[src/hw/rtl/gdau_pkg.sv]
// ----------------------------------------------------------------------------
// gdau_pkg
// Shared types, constants and calendar tables of the Gregorian date unit.
// ----------------------------------------------------------------------------
package gdau_pkg;

    localparam int MAX_YEAR  = 9999;
    localparam int FIRST_DAY = 306;  // day number of 1 January of year 1

    localparam int YEAR_W  = 14;
    localparam int MONTH_W = 4;
    localparam int DAY_W   = 5;
    localparam int COUNT_W = 20;
    localparam int DIFF_W  = 23;
    localparam int ALU_W   = 24;
    localparam int ACC_W   = 23;

    typedef enum logic [1:0] {
        OP_ADD  = 2'd0,
        OP_SUB  = 2'd1,
        OP_DIFF = 2'd2,
        OP_NONE = 2'd3
    } op_t;

    // Restoring division phases: 400-year eras, centuries, 4-year blocks, years.
    typedef enum logic [1:0] {
        PH_ERA  = 2'd0,
        PH_CENT = 2'd1,
        PH_QUAD = 2'd2,
        PH_YEAR = 2'd3
    } phase_t;

    typedef struct packed {
        logic [ALU_W-1:0] value;
        logic             cout;
    } alu_res_t;

    // Longest possible month length, February counted as 29.
    function automatic logic [4:0] month_days(input logic [3:0] m);
        logic [4:0] len;
        case (m)
            4'd2:    len = 5'd29;
            4'd4,
            4'd6,
            4'd9,
            4'd11:   len = 5'd30;
            default: len = 5'd31;
        endcase
        return len;
    endfunction

    // First day of each month in a year that starts on 1 March.
    function automatic logic [8:0] march_start(input logic [3:0] mp);
        logic [8:0] s;
        case (mp)
            4'd0:    s = 9'd0;
            4'd1:    s = 9'd31;
            4'd2:    s = 9'd61;
            4'd3:    s = 9'd92;
            4'd4:    s = 9'd122;
            4'd5:    s = 9'd153;
            4'd6:    s = 9'd184;
            4'd7:    s = 9'd214;
            4'd8:    s = 9'd245;
            4'd9:    s = 9'd275;
            4'd10:   s = 9'd306;
            4'd11:   s = 9'd337;
            default: s = 9'd0;
        endcase
        return s;
    endfunction

    // Month lengths in a year that starts on 1 March; February last.
    function automatic logic [4:0] march_len(input logic [3:0] mp);
        logic [4:0] len;
        case (mp)
            4'd1,
            4'd3,
            4'd6,
            4'd8:    len = 5'd30;
            4'd11:   len = 5'd29;
            default: len = 5'd31;
        endcase
        return len;
    endfunction

    function automatic logic [17:0] years_unit(input phase_t p);
        logic [17:0] u;
        case (p)
            PH_ERA:  u = 18'd400;
            PH_CENT: u = 18'd100;
            PH_QUAD: u = 18'd4;
            PH_YEAR: u = 18'd1;
            default: u = 18'd1;
        endcase
        return u;
    endfunction

    function automatic logic [17:0] days_unit(input phase_t p);
        logic [17:0] u;
        case (p)
            PH_ERA:  u = 18'd146097;
            PH_CENT: u = 18'd36524;
            PH_QUAD: u = 18'd1461;
            PH_YEAR: u = 18'd365;
            default: u = 18'd365;
        endcase
        return u;
    endfunction

    // Highest quotient bit of each phase.
    function automatic logic [2:0] phase_msb(input phase_t p);
        logic [2:0] k;
        case (p)
            PH_ERA:  k = 3'd5;
            PH_CENT: k = 3'd1;
            PH_QUAD: k = 3'd4;
            PH_YEAR: k = 3'd1;
            default: k = 3'd1;
        endcase
        return k;
    endfunction

endpackage

[src/hw/rtl/gdau_alu.sv]
// ----------------------------------------------------------------------------
// gdau_alu
// Shared add/subtract unit; carry out doubles as the "a >= b" flag.
// ----------------------------------------------------------------------------
module gdau_alu
    import gdau_pkg::*;
(
    input  logic [ALU_W-1:0] a,
    input  logic [ALU_W-1:0] b,
    input  logic             sub,
    output alu_res_t         res
);

    logic [ALU_W-1:0] b_eff;
    logic [ALU_W:0]   sum;

    assign b_eff = sub ? ~b : b;
    assign sum   = {1'b0, a} + {1'b0, b_eff} + {{ALU_W{1'b0}}, sub};

    assign res.value = sum[ALU_W-1:0];
    assign res.cout  = sum[ALU_W];

endmodule

[src/hw/rtl/gdau_datechk.sv]
// ----------------------------------------------------------------------------
// gdau_datechk
// Field check of a date; 29 February is let through for the leap test later.
// ----------------------------------------------------------------------------
module gdau_datechk
    import gdau_pkg::*;
(
    input  logic [YEAR_W-1:0]  year,
    input  logic [MONTH_W-1:0] month,
    input  logic [DAY_W-1:0]   day,
    output logic               ok
);

    assign ok = (year != '0) && (month != '0) && (month <= 4'd12) &&
                (day != '0) && (day <= month_days(month));

endmodule

[src/hw/rtl/gregorian_date_arithmetic_unit.sv]
// ----------------------------------------------------------------------------
// gregorian_date_arithmetic_unit
// Gregorian date add, subtract and difference on a shared add/subtract unit.
// ----------------------------------------------------------------------------
// A request is taken when start is high and busy is low; its result appears on
// the result ports for one cycle with done high, and must be taken then. Each
// date is converted to a day number by fifteen restoring divide steps of the
// year (eras, centuries, 4-year blocks, years), each on the single add/subtract
// unit, and one month step; the way back uses the same steps on the day
// number followed by a month walk of up to eleven steps. A date is rejected
// when a field is out of range at the request, or when 29 February meets a
// common year at a month step; an unused operation only raises done. busy
// falls in the cycle that shows the result, so the next request may be taken
// in that cycle.
module gregorian_date_arithmetic_unit
    import gdau_pkg::*;
(
    input  logic                     clk,
    input  logic                     rst_n,
    input  logic                     start,
    output logic                     busy,
    input  logic [1:0]               op,
    input  logic [YEAR_W-1:0]        year,
    input  logic [MONTH_W-1:0]       month,
    input  logic [DAY_W-1:0]         day,
    input  logic [COUNT_W-1:0]       day_count,
    input  logic [YEAR_W-1:0]        other_year,
    input  logic [MONTH_W-1:0]       other_month,
    input  logic [DAY_W-1:0]         other_day,
    output logic                     done,
    output logic [YEAR_W-1:0]        res_year,
    output logic [MONTH_W-1:0]       res_month,
    output logic [DAY_W-1:0]         res_day,
    output logic signed [DIFF_W-1:0] day_difference,
    output logic                     is_less,
    output logic                     is_equal,
    output logic                     input_invalid,
    output logic                     range_error
);

    typedef enum logic [2:0] {
        S_IDLE,
        S_DIV,
        S_MONTH_F,
        S_ADJ,
        S_MONTH_I,
        S_YEAR_I,
        S_DIFF
    } state_t;

    state_t               state_reg, state_next;
    phase_t               phase_reg, phase_next;
    logic [2:0]           k_reg, k_next;
    logic                 inv_reg, inv_next;
    logic                 sel_reg, sel_next;
    logic [ALU_W-1:0]     rem_reg, rem_next;
    logic [ACC_W-1:0]     acc_reg, acc_next;
    logic [ACC_W-1:0]     a_reg, a_next;
    logic [3:0]           q_reg, q_next;
    logic                 c3_reg, c3_next;
    logic                 q24_reg, q24_next;
    logic                 y3_reg, y3_next;
    logic [3:0]           mp_reg, mp_next;

    op_t                  op_reg, op_next;
    logic [MONTH_W-1:0]   m_reg, m_next;
    logic [DAY_W-1:0]     d_reg, d_next;
    logic [COUNT_W-1:0]   cnt_reg, cnt_next;
    logic [YEAR_W-1:0]    oy_reg, oy_next;
    logic [MONTH_W-1:0]   om_reg, om_next;
    logic [DAY_W-1:0]     od_reg, od_next;

    logic                 done_reg, done_next;
    logic [YEAR_W-1:0]    res_year_reg, res_year_next;
    logic [MONTH_W-1:0]   res_month_reg, res_month_next;
    logic [DAY_W-1:0]     res_day_reg, res_day_next;
    logic [DIFF_W-1:0]    diff_reg, diff_next;
    logic                 less_reg, less_next;
    logic                 equal_reg, equal_next;
    logic                 invalid_reg, invalid_next;
    logic                 rerr_reg, rerr_next;

    logic                 ok_p, ok_o;
    logic [ALU_W-1:0]     alu_a, alu_b;
    logic                 alu_sub;
    alu_res_t             alu_res;

    logic [ACC_W-1:0]     acc_add, acc_sum;
    logic [ACC_W-1:0]     div_sh, wt_sh;
    logic [MONTH_W-1:0]   cm;
    logic [DAY_W-1:0]     cd;
    logic [3:0]           mpf;
    logic [9:0]           offset;
    logic                 leap;
    logic [3:0]           mo;
    logic [YEAR_W-1:0]    sy;
    logic [MONTH_W-1:0]   sm;
    logic [YEAR_W-1:0]    ystart;
    logic [4:0]           q_shift;

    gdau_datechk u_chk_p (
        .year  (year),
        .month (month),
        .day   (day),
        .ok    (ok_p)
    );

    gdau_datechk u_chk_o (
        .year  (other_year),
        .month (other_month),
        .day   (other_day),
        .ok    (ok_o)
    );

    gdau_alu u_alu (
        .a   (alu_a),
        .b   (alu_b),
        .sub (alu_sub),
        .res (alu_res)
    );

    // Divisor and weight swap roles between date-to-days and days-to-date.
    assign div_sh = inv_reg ? (ACC_W'(days_unit(phase_reg)) << k_reg)
                            : (ACC_W'(years_unit(phase_reg)) << k_reg);
    assign wt_sh  = inv_reg ? (ACC_W'(years_unit(phase_reg)) << k_reg)
                            : (ACC_W'(days_unit(phase_reg)) << k_reg);

    assign cm = sel_reg ? om_reg : m_reg;
    assign cd = sel_reg ? od_reg : d_reg;

    assign mpf    = (cm >= 4'd3) ? (cm - 4'd3) : (cm + 4'd9);
    assign offset = {1'b0, march_start(mpf)} + {5'b0, cd} - 10'd1;

    // The year was decomposed after the March shift, so y is a leap year when
    // the shifted year sits last in its 4-year block, and not last in a
    // century unless also last in the era.
    assign leap = y3_reg && (!q24_reg || c3_reg);

    assign mo = (mp_reg < 4'd10) ? (mp_reg + 4'd3) : (mp_reg - 4'd9);

    // A forward pass starts on the primary date from idle, else on the second.
    assign sy     = (state_reg == S_IDLE) ? year : oy_reg;
    assign sm     = (state_reg == S_IDLE) ? month : om_reg;
    assign ystart = (sm <= 4'd2) ? (sy - 14'd1) : sy;

    always_comb
    begin
        case (state_reg)
            S_DIV:
            begin
                alu_a   = rem_reg;
                alu_b   = {1'b0, div_sh};
                alu_sub = 1'b1;
            end
            S_ADJ:
            begin
                alu_a   = rem_reg;
                alu_b   = {{(ALU_W-COUNT_W){1'b0}}, cnt_reg};
                alu_sub = (op_reg == OP_SUB);
            end
            S_MONTH_I:
            begin
                alu_a   = rem_reg;
                alu_b   = {{(ALU_W-5){1'b0}}, march_len(mp_reg)};
                alu_sub = 1'b1;
            end
            S_DIFF:
            begin
                alu_a   = {1'b0, a_reg};
                alu_b   = rem_reg;
                alu_sub = 1'b1;
            end
            default:
            begin
                alu_a   = rem_reg;
                alu_b   = '0;
                alu_sub = 1'b0;
            end
        endcase
    end

    always_comb
    begin
        case (state_reg)
            S_DIV:     acc_add = alu_res.cout ? wt_sh : '0;
            S_MONTH_F: acc_add = {{(ACC_W-10){1'b0}}, offset};
            S_YEAR_I:  acc_add = (mo <= 4'd2) ? ACC_W'(1) : '0;
            default:   acc_add = '0;
        endcase
    end

    assign acc_sum = acc_reg + acc_add;

    always_comb
    begin
        state_next     = state_reg;
        phase_next     = phase_reg;
        k_next         = k_reg;
        inv_next       = inv_reg;
        sel_next       = sel_reg;
        rem_next       = rem_reg;
        acc_next       = acc_reg;
        a_next         = a_reg;
        q_next         = q_reg;
        c3_next        = c3_reg;
        q24_next       = q24_reg;
        y3_next        = y3_reg;
        mp_next        = mp_reg;
        op_next        = op_reg;
        m_next         = m_reg;
        d_next         = d_reg;
        cnt_next       = cnt_reg;
        oy_next        = oy_reg;
        om_next        = om_reg;
        od_next        = od_reg;
        done_next      = 1'b0;
        res_year_next  = res_year_reg;
        res_month_next = res_month_reg;
        res_day_next   = res_day_reg;
        diff_next      = diff_reg;
        less_next      = less_reg;
        equal_next     = equal_reg;
        invalid_next   = invalid_reg;
        rerr_next      = rerr_reg;
        q_shift        = {q_reg, alu_res.cout};

        case (state_reg)
            S_IDLE:
            begin
                if (start)
                begin
                    op_next        = op_t'(op);
                    m_next         = month;
                    d_next         = day;
                    cnt_next       = day_count;
                    oy_next        = other_year;
                    om_next        = other_month;
                    od_next        = other_day;
                    res_year_next  = '0;
                    res_month_next = 4'd1;
                    res_day_next   = 5'd1;
                    diff_next      = '0;
                    less_next      = 1'b0;
                    equal_next     = 1'b0;
                    invalid_next   = 1'b0;
                    rerr_next      = 1'b0;
                    if (op_t'(op) == OP_NONE)
                    begin
                        done_next = 1'b1;
                    end
                    else if (!ok_p || (op_t'(op) == OP_DIFF && !ok_o))
                    begin
                        invalid_next = 1'b1;
                        done_next    = 1'b1;
                    end
                    else
                    begin
                        rem_next   = {{(ALU_W-YEAR_W){1'b0}}, ystart};
                        acc_next   = '0;
                        phase_next = PH_ERA;
                        k_next     = phase_msb(PH_ERA);
                        inv_next   = 1'b0;
                        sel_next   = 1'b0;
                        q_next     = '0;
                        state_next = S_DIV;
                    end
                end
            end

            S_DIV:
            begin
                if (alu_res.cout)
                begin
                    rem_next = alu_res.value;
                end
                acc_next = acc_sum;
                q_next   = q_shift[3:0];
                if (k_reg == 3'd0)
                begin
                    if (!inv_reg)
                    begin
                        case (phase_reg)
                            PH_CENT: c3_next  = (q_shift[1:0] == 2'd3);
                            PH_QUAD: q24_next = (q_shift == 5'd24);
                            PH_YEAR: y3_next  = (q_shift[1:0] == 2'd3);
                            default: c3_next  = c3_reg;
                        endcase
                    end
                    q_next = '0;
                    if (phase_reg == PH_YEAR)
                    begin
                        mp_next    = '0;
                        state_next = inv_reg ? S_MONTH_I : S_MONTH_F;
                    end
                    else
                    begin
                        phase_next = phase_t'(phase_reg + 2'd1);
                        k_next     = phase_msb(phase_t'(phase_reg + 2'd1));
                    end
                end
                else
                begin
                    k_next = k_reg - 3'd1;
                end
            end

            S_MONTH_F:
            begin
                if (cm == 4'd2 && cd == 5'd29 && !leap)
                begin
                    invalid_next = 1'b1;
                    done_next    = 1'b1;
                    state_next   = S_IDLE;
                end
                else if (op_reg == OP_DIFF && !sel_reg)
                begin
                    a_next     = acc_sum;
                    rem_next   = {{(ALU_W-YEAR_W){1'b0}}, ystart};
                    acc_next   = '0;
                    phase_next = PH_ERA;
                    k_next     = phase_msb(PH_ERA);
                    sel_next   = 1'b1;
                    q_next     = '0;
                    state_next = S_DIV;
                end
                else
                begin
                    rem_next   = {1'b0, acc_sum};
                    state_next = (op_reg == OP_DIFF) ? S_DIFF : S_ADJ;
                end
            end

            S_ADJ:
            begin
                // A subtract must neither borrow nor land before 1 January of year 1.
                if (op_reg == OP_SUB &&
                    (!alu_res.cout || alu_res.value < ALU_W'(FIRST_DAY)))
                begin
                    rerr_next  = 1'b1;
                    done_next  = 1'b1;
                    state_next = S_IDLE;
                end
                else
                begin
                    rem_next   = alu_res.value;
                    acc_next   = '0;
                    phase_next = PH_ERA;
                    k_next     = phase_msb(PH_ERA);
                    inv_next   = 1'b1;
                    q_next     = '0;
                    state_next = S_DIV;
                end
            end

            S_MONTH_I:
            begin
                if (alu_res.cout && mp_reg != 4'd11)
                begin
                    rem_next = alu_res.value;
                    mp_next  = mp_reg + 4'd1;
                end
                else
                begin
                    state_next = S_YEAR_I;
                end
            end

            S_YEAR_I:
            begin
                if (acc_sum == '0 || acc_sum > ACC_W'(MAX_YEAR))
                begin
                    rerr_next = 1'b1;
                end
                else
                begin
                    res_year_next  = acc_sum[YEAR_W-1:0];
                    res_month_next = mo;
                    res_day_next   = rem_reg[DAY_W-1:0] + 5'd1;
                end
                done_next  = 1'b1;
                state_next = S_IDLE;
            end

            S_DIFF:
            begin
                less_next  = !alu_res.cout;
                equal_next = (a_reg == rem_reg[ACC_W-1:0]);
                if (!alu_res.value[ALU_W-1] && alu_res.value[ALU_W-2])
                begin
                    diff_next = {1'b0, {(DIFF_W-1){1'b1}}};
                end
                else if (alu_res.value[ALU_W-1] && !alu_res.value[ALU_W-2])
                begin
                    diff_next = {1'b1, {(DIFF_W-1){1'b0}}};
                end
                else
                begin
                    diff_next = alu_res.value[DIFF_W-1:0];
                end
                done_next  = 1'b1;
                state_next = S_IDLE;
            end

            default:
            begin
                state_next = S_IDLE;
            end
        endcase
    end

    always_ff @(posedge clk or negedge rst_n)
    begin
        if (!rst_n)
        begin
            state_reg     <= S_IDLE;
            done_reg      <= 1'b0;
            phase_reg     <= PH_ERA;
            k_reg         <= '0;
            inv_reg       <= 1'b0;
            sel_reg       <= 1'b0;
            rem_reg       <= '0;
            acc_reg       <= '0;
            a_reg         <= '0;
            q_reg         <= '0;
            c3_reg        <= 1'b0;
            q24_reg       <= 1'b0;
            y3_reg        <= 1'b0;
            mp_reg        <= '0;
            op_reg        <= OP_ADD;
            m_reg         <= '0;
            d_reg         <= '0;
            cnt_reg       <= '0;
            oy_reg        <= '0;
            om_reg        <= '0;
            od_reg        <= '0;
            res_year_reg  <= '0;
            res_month_reg <= 4'd1;
            res_day_reg   <= 5'd1;
            diff_reg      <= '0;
            less_reg      <= 1'b0;
            equal_reg     <= 1'b0;
            invalid_reg   <= 1'b0;
            rerr_reg      <= 1'b0;
        end
        else
        begin
            state_reg     <= state_next;
            done_reg      <= done_next;
            phase_reg     <= phase_next;
            k_reg         <= k_next;
            inv_reg       <= inv_next;
            sel_reg       <= sel_next;
            rem_reg       <= rem_next;
            acc_reg       <= acc_next;
            a_reg         <= a_next;
            q_reg         <= q_next;
            c3_reg        <= c3_next;
            q24_reg       <= q24_next;
            y3_reg        <= y3_next;
            mp_reg        <= mp_next;
            op_reg        <= op_next;
            m_reg         <= m_next;
            d_reg         <= d_next;
            cnt_reg       <= cnt_next;
            oy_reg        <= oy_next;
            om_reg        <= om_next;
            od_reg        <= od_next;
            res_year_reg  <= res_year_next;
            res_month_reg <= res_month_next;
            res_day_reg   <= res_day_next;
            diff_reg      <= diff_next;
            less_reg      <= less_next;
            equal_reg     <= equal_next;
            invalid_reg   <= invalid_next;
            rerr_reg      <= rerr_next;
        end
    end

    assign busy           = (state_reg != S_IDLE);
    assign done           = done_reg;
    assign res_year       = res_year_reg;
    assign res_month      = res_month_reg;
    assign res_day        = res_day_reg;
    assign day_difference = diff_reg;
    assign is_less        = less_reg;
    assign is_equal       = equal_reg;
    assign input_invalid  = invalid_reg;
    assign range_error    = rerr_reg;

endmodule
[config.mk]
export PLATFORM = sky130hd
export DESIGN_NAME = gregorian_date_arithmetic_unit
export DESIGN_NICKNAME = d
export VERILOG_FILES = /design/src/hw/rtl/gdau_pkg.sv /design/src/hw/rtl/gdau_alu.sv /design/src/hw/rtl/gdau_datechk.sv /design/src/hw/rtl/gregorian_date_arithmetic_unit.sv
export SDC_FILE = /design/constraint.sdc
export NUM_CORES = 1
export LEC_CHECK = 0
export BUFFER_PORTS_ARGS = -buffer_cell sky130_fd_sc_hd__buf_4
export CELL_PAD_IN_SITES_DETAIL_PLACEMENT = 2
export CELL_PAD_IN_SITES_GLOBAL_PLACEMENT = 2
export CORE_ASPECT_RATIO = 0.75
export CORE_UTILIZATION = 40
export CTS_BUF_LIST = sky130_fd_sc_hd__clkbuf_4 sky130_fd_sc_hd__clkbuf_8 sky130_fd_sc_hd__clkbuf_16
export DETAILED_ROUTE_END_ITERATION = 8
export PLACE_DENSITY = 0.92
export SYNTH_ARGS = -nofsm -noshare
export SYNTH_HDL_FRONTEND = slang
export SYNTH_SLANG_ARGS = --single-unit
[constraint.sdc]
create_clock -name clk -period 23.4 [get_ports clk]
set_input_delay 1.17 -clock clk [delete_from_list [all_inputs] [get_ports clk]]
set_output_delay 1.17 -clock clk [all_outputs]
set_load 0.02 [all_outputs]
==> impl_metrics.ini <==
[outcome]
status = complete, no violations

[layout]
syn2layout_area_growth_pct = 12.60
drive_gt1_frac = 0.1316
fill_cells = 4089
layout.nets = 2066
largest_reg_flops = 24
layout_common_cells = nand2_1, dfrtp_1, buf_4
final_common_cell = nand2_1

[floorplanning]
start_util = 0.4075
core_um2 = 37250
die_y_um = 170.7
fp-row-count = 61
io_pins = 123
die_area_um2 = 38730
die_w_um = 226.9

[sta]
setup_slack_ns = 12.88
fin_worst_skew_ns = 0.02714
tightest_slew_ns = 1.312
rsz0062_at_grt = false
fin_crit_ns = 10.52
timing.slew.headroom = 0.1245
timing.final.crit_share = 0.4494
fmax_mhz = 95.09
drv_slew = 0
finalHoldViolations = 0
setup_viol = 0
timing.hold.ws_ns = 0.5000
tns_ns = 0

[logic_synthesis]
synth_cells = 1846
synthFlopType = dfrtp_1
synth_seq_cells = 196
ys_warn_count = 0
synth_cell_types = 98
yosysSeqAreaShare = 0.3234
async_flop_share = 1.000
syn-num-nets = 2003
synth.avg_cell_area_um2 = 8.221
synth_enable_flop_cells = 0
synthesis.area_um2 = 15180

[hold_path]
holdPathStages = 2
min_path_type = register to register

[job]
cap_violations = 0

[route]
routed_wirelength_mm = 82.75
viasPerCell = 6.947
dr.pass1.iters = 8
drcViolationCount = 0
vias = 16880
drtIter0Drc = 2065
route.antenna.remaining_nets = 0
post_drt_wl_per_cell_um = 34.05

[global_routing]
grt_pass1_vias = 18160
grt_max_degree = 70
grtUsageTotal = 0.4321
antenna_found_initial = 6
grt_pass1_wl_mm = 123.0
gr-total-overflow = 0

[clock_tree]
cts_tree = done
cts.path.max_buffers = 2
insertion_delay_ns = 0.50
cts_buffers = 17
ctsResizeCount = 0
postCtsSetupBuffers = 0
htree_num_levels = 4
hold_buffers = 0
cts.sinks = 196
clock-root-buffer = clkbuf_16
clk_pin_slew_ns = 0.10

[worst_setup_path]
cp.arrival_ns = 10.90
critPathMaxFanout = 24
max_stage_delay_ns = 0.91
crit_path_frequent_cell = a21oi_1
path_class = register to register
cpMaxStageDelayCell = o21ai_0
rr_worst_depth = 31
setup.worst_path.start_class = register
critPathCaptureType = register
worstPathRequired_ns = 23.79

[placed_design]
dp_slack_ns = 13.74
hpwl_mm = 54.21
io_buffers = 122
gp_congestion = 0.9470
-- per-stage QoR --
| step | instances | cell area, um2 | util |
|---|---|---|---|
| finish | 2430 | 17090 | 0.4588 |
| CTS | 2426 | 17080 | 0.4585 |
| floorplan | 1846 | 15180 | - |
| detailed placement | 2394 | 16480 | 0.4426 |
| global route | 2426 | 17080 | 0.4585 |
| global placement | 2394 | 16480 | 0.4426 |
-- worst max-delay path, delay by kind of cell, from the launching register on --
| family | cells | cell delay [ns] |
|---|---|---|
| AND/OR/NAND/NOR | 7 | 1.60 |
| multiplexers | 1 | 0.28 |
| XOR/XNOR | 2 | 0.72 |
| AO/OA/AOI/OAI | 15 | 5.00 |
| buffers and inverters | 3 | 0.85 |
| flip-flops | 1 | 0.46 |
| adder cells (fa/ha/maj) | 3 | 1.46 |
-- per-layer routing --
metal | routed length, um | global-route usage | up-vias
met5 | 26 | 0 | -
li1 | - | - | 6714
met4 | 4792 | 0.2365 | 4
met2 | 37350 | 0.6760 | 1227
met1 | 32220 | 0.5395 | 8575
met3 | 8364 | 0.1182 | 361
-- Yosys cell counts (all sizes together) (4+ instances only) --
cell     instances  share of area
nand2          391          0.097
dfrtp          194           0.32
nor2           129          0.032
o21ai          121          0.040
a21oi          114          0.039
ha              83          0.068
clkbuf          82          0.020
mux2i           63          0.042
xnor2           56          0.032
inv             51          0.013
xor2            49          0.028
nand3           41          0.014
mux2            36          0.032
nor3            29         0.0096
o22ai           29          0.012
a22o            26          0.015
a21o            23          0.011
buf             23          0.010
nand4           20         0.0087
o2bb2ai         20          0.012
a31oi           18         0.0078
nand2b          16         0.0066
nor2b           16         0.0068
nor4            16         0.0070
a222oi          15         0.0099
and3            14         0.0058
o211ai          14         0.0078
o221ai          13         0.0075
a211oi          11         0.0054
and2            11         0.0047
o21bai          11         0.0054
o21a             9         0.0045
or3              9         0.0037
a221oi           8         0.0046
a22oi            7         0.0038
a221o            6         0.0040
nor4b            6         0.0054
nand3b           5         0.0027
a41oi            4         0.0028
or2              4         0.0016
-- final timing paths --
path	startpoint	end	slack, ns
min in group asynchronous	rst_n	q_reg[3]	0.68
max in group asynchronous	rst_n	cnt_reg[7]	21.25
setup / recovery	phase_reg[0]	res_year[6]	12.88
setup reg to reg	phase_reg[0]	res_year[6]	12.88
hold reg to reg	d_reg[4]	d_reg[4]	0.50
hold / removal	d_reg[4]	d_reg[4]	0.50
-- layout make-up --
class	count	area [um2]	share of cell area
diodes	4	10.01	0.0005858
clock buffers	18	432.9	0.02534
clock inverters	14	161.4	0.009446
inverters	53	198.9	0.01164
multi-input cells	1492	9622	0.5631
flip-flops and latches	196	4907	0.2872
well taps	504	630.6	0.03690
repair buffers	149	1125	0.06583
-- kinds of logic (layout without fill, tap and decap cells) --
group                      count (synthesis)  after routing  share of synthesized area
and+or+nand+nor                          721            721                     0.2135
AOI/OAI and AO/OA                        481            481                     0.2134
muxes                                     99             99                    0.07321
adders and majority gates                 86             86                    0.07239
buffers and inverters                    158            234                    0.04353
other                                      0              4                          0
xor gates and xnor gates                 105            105                    0.06060
DFF                                      196            196                     0.3234
Power is left out: the tool's default activity adds up to more than one toggle a clock period on the data nets, which glitch-free logic cannot reach.
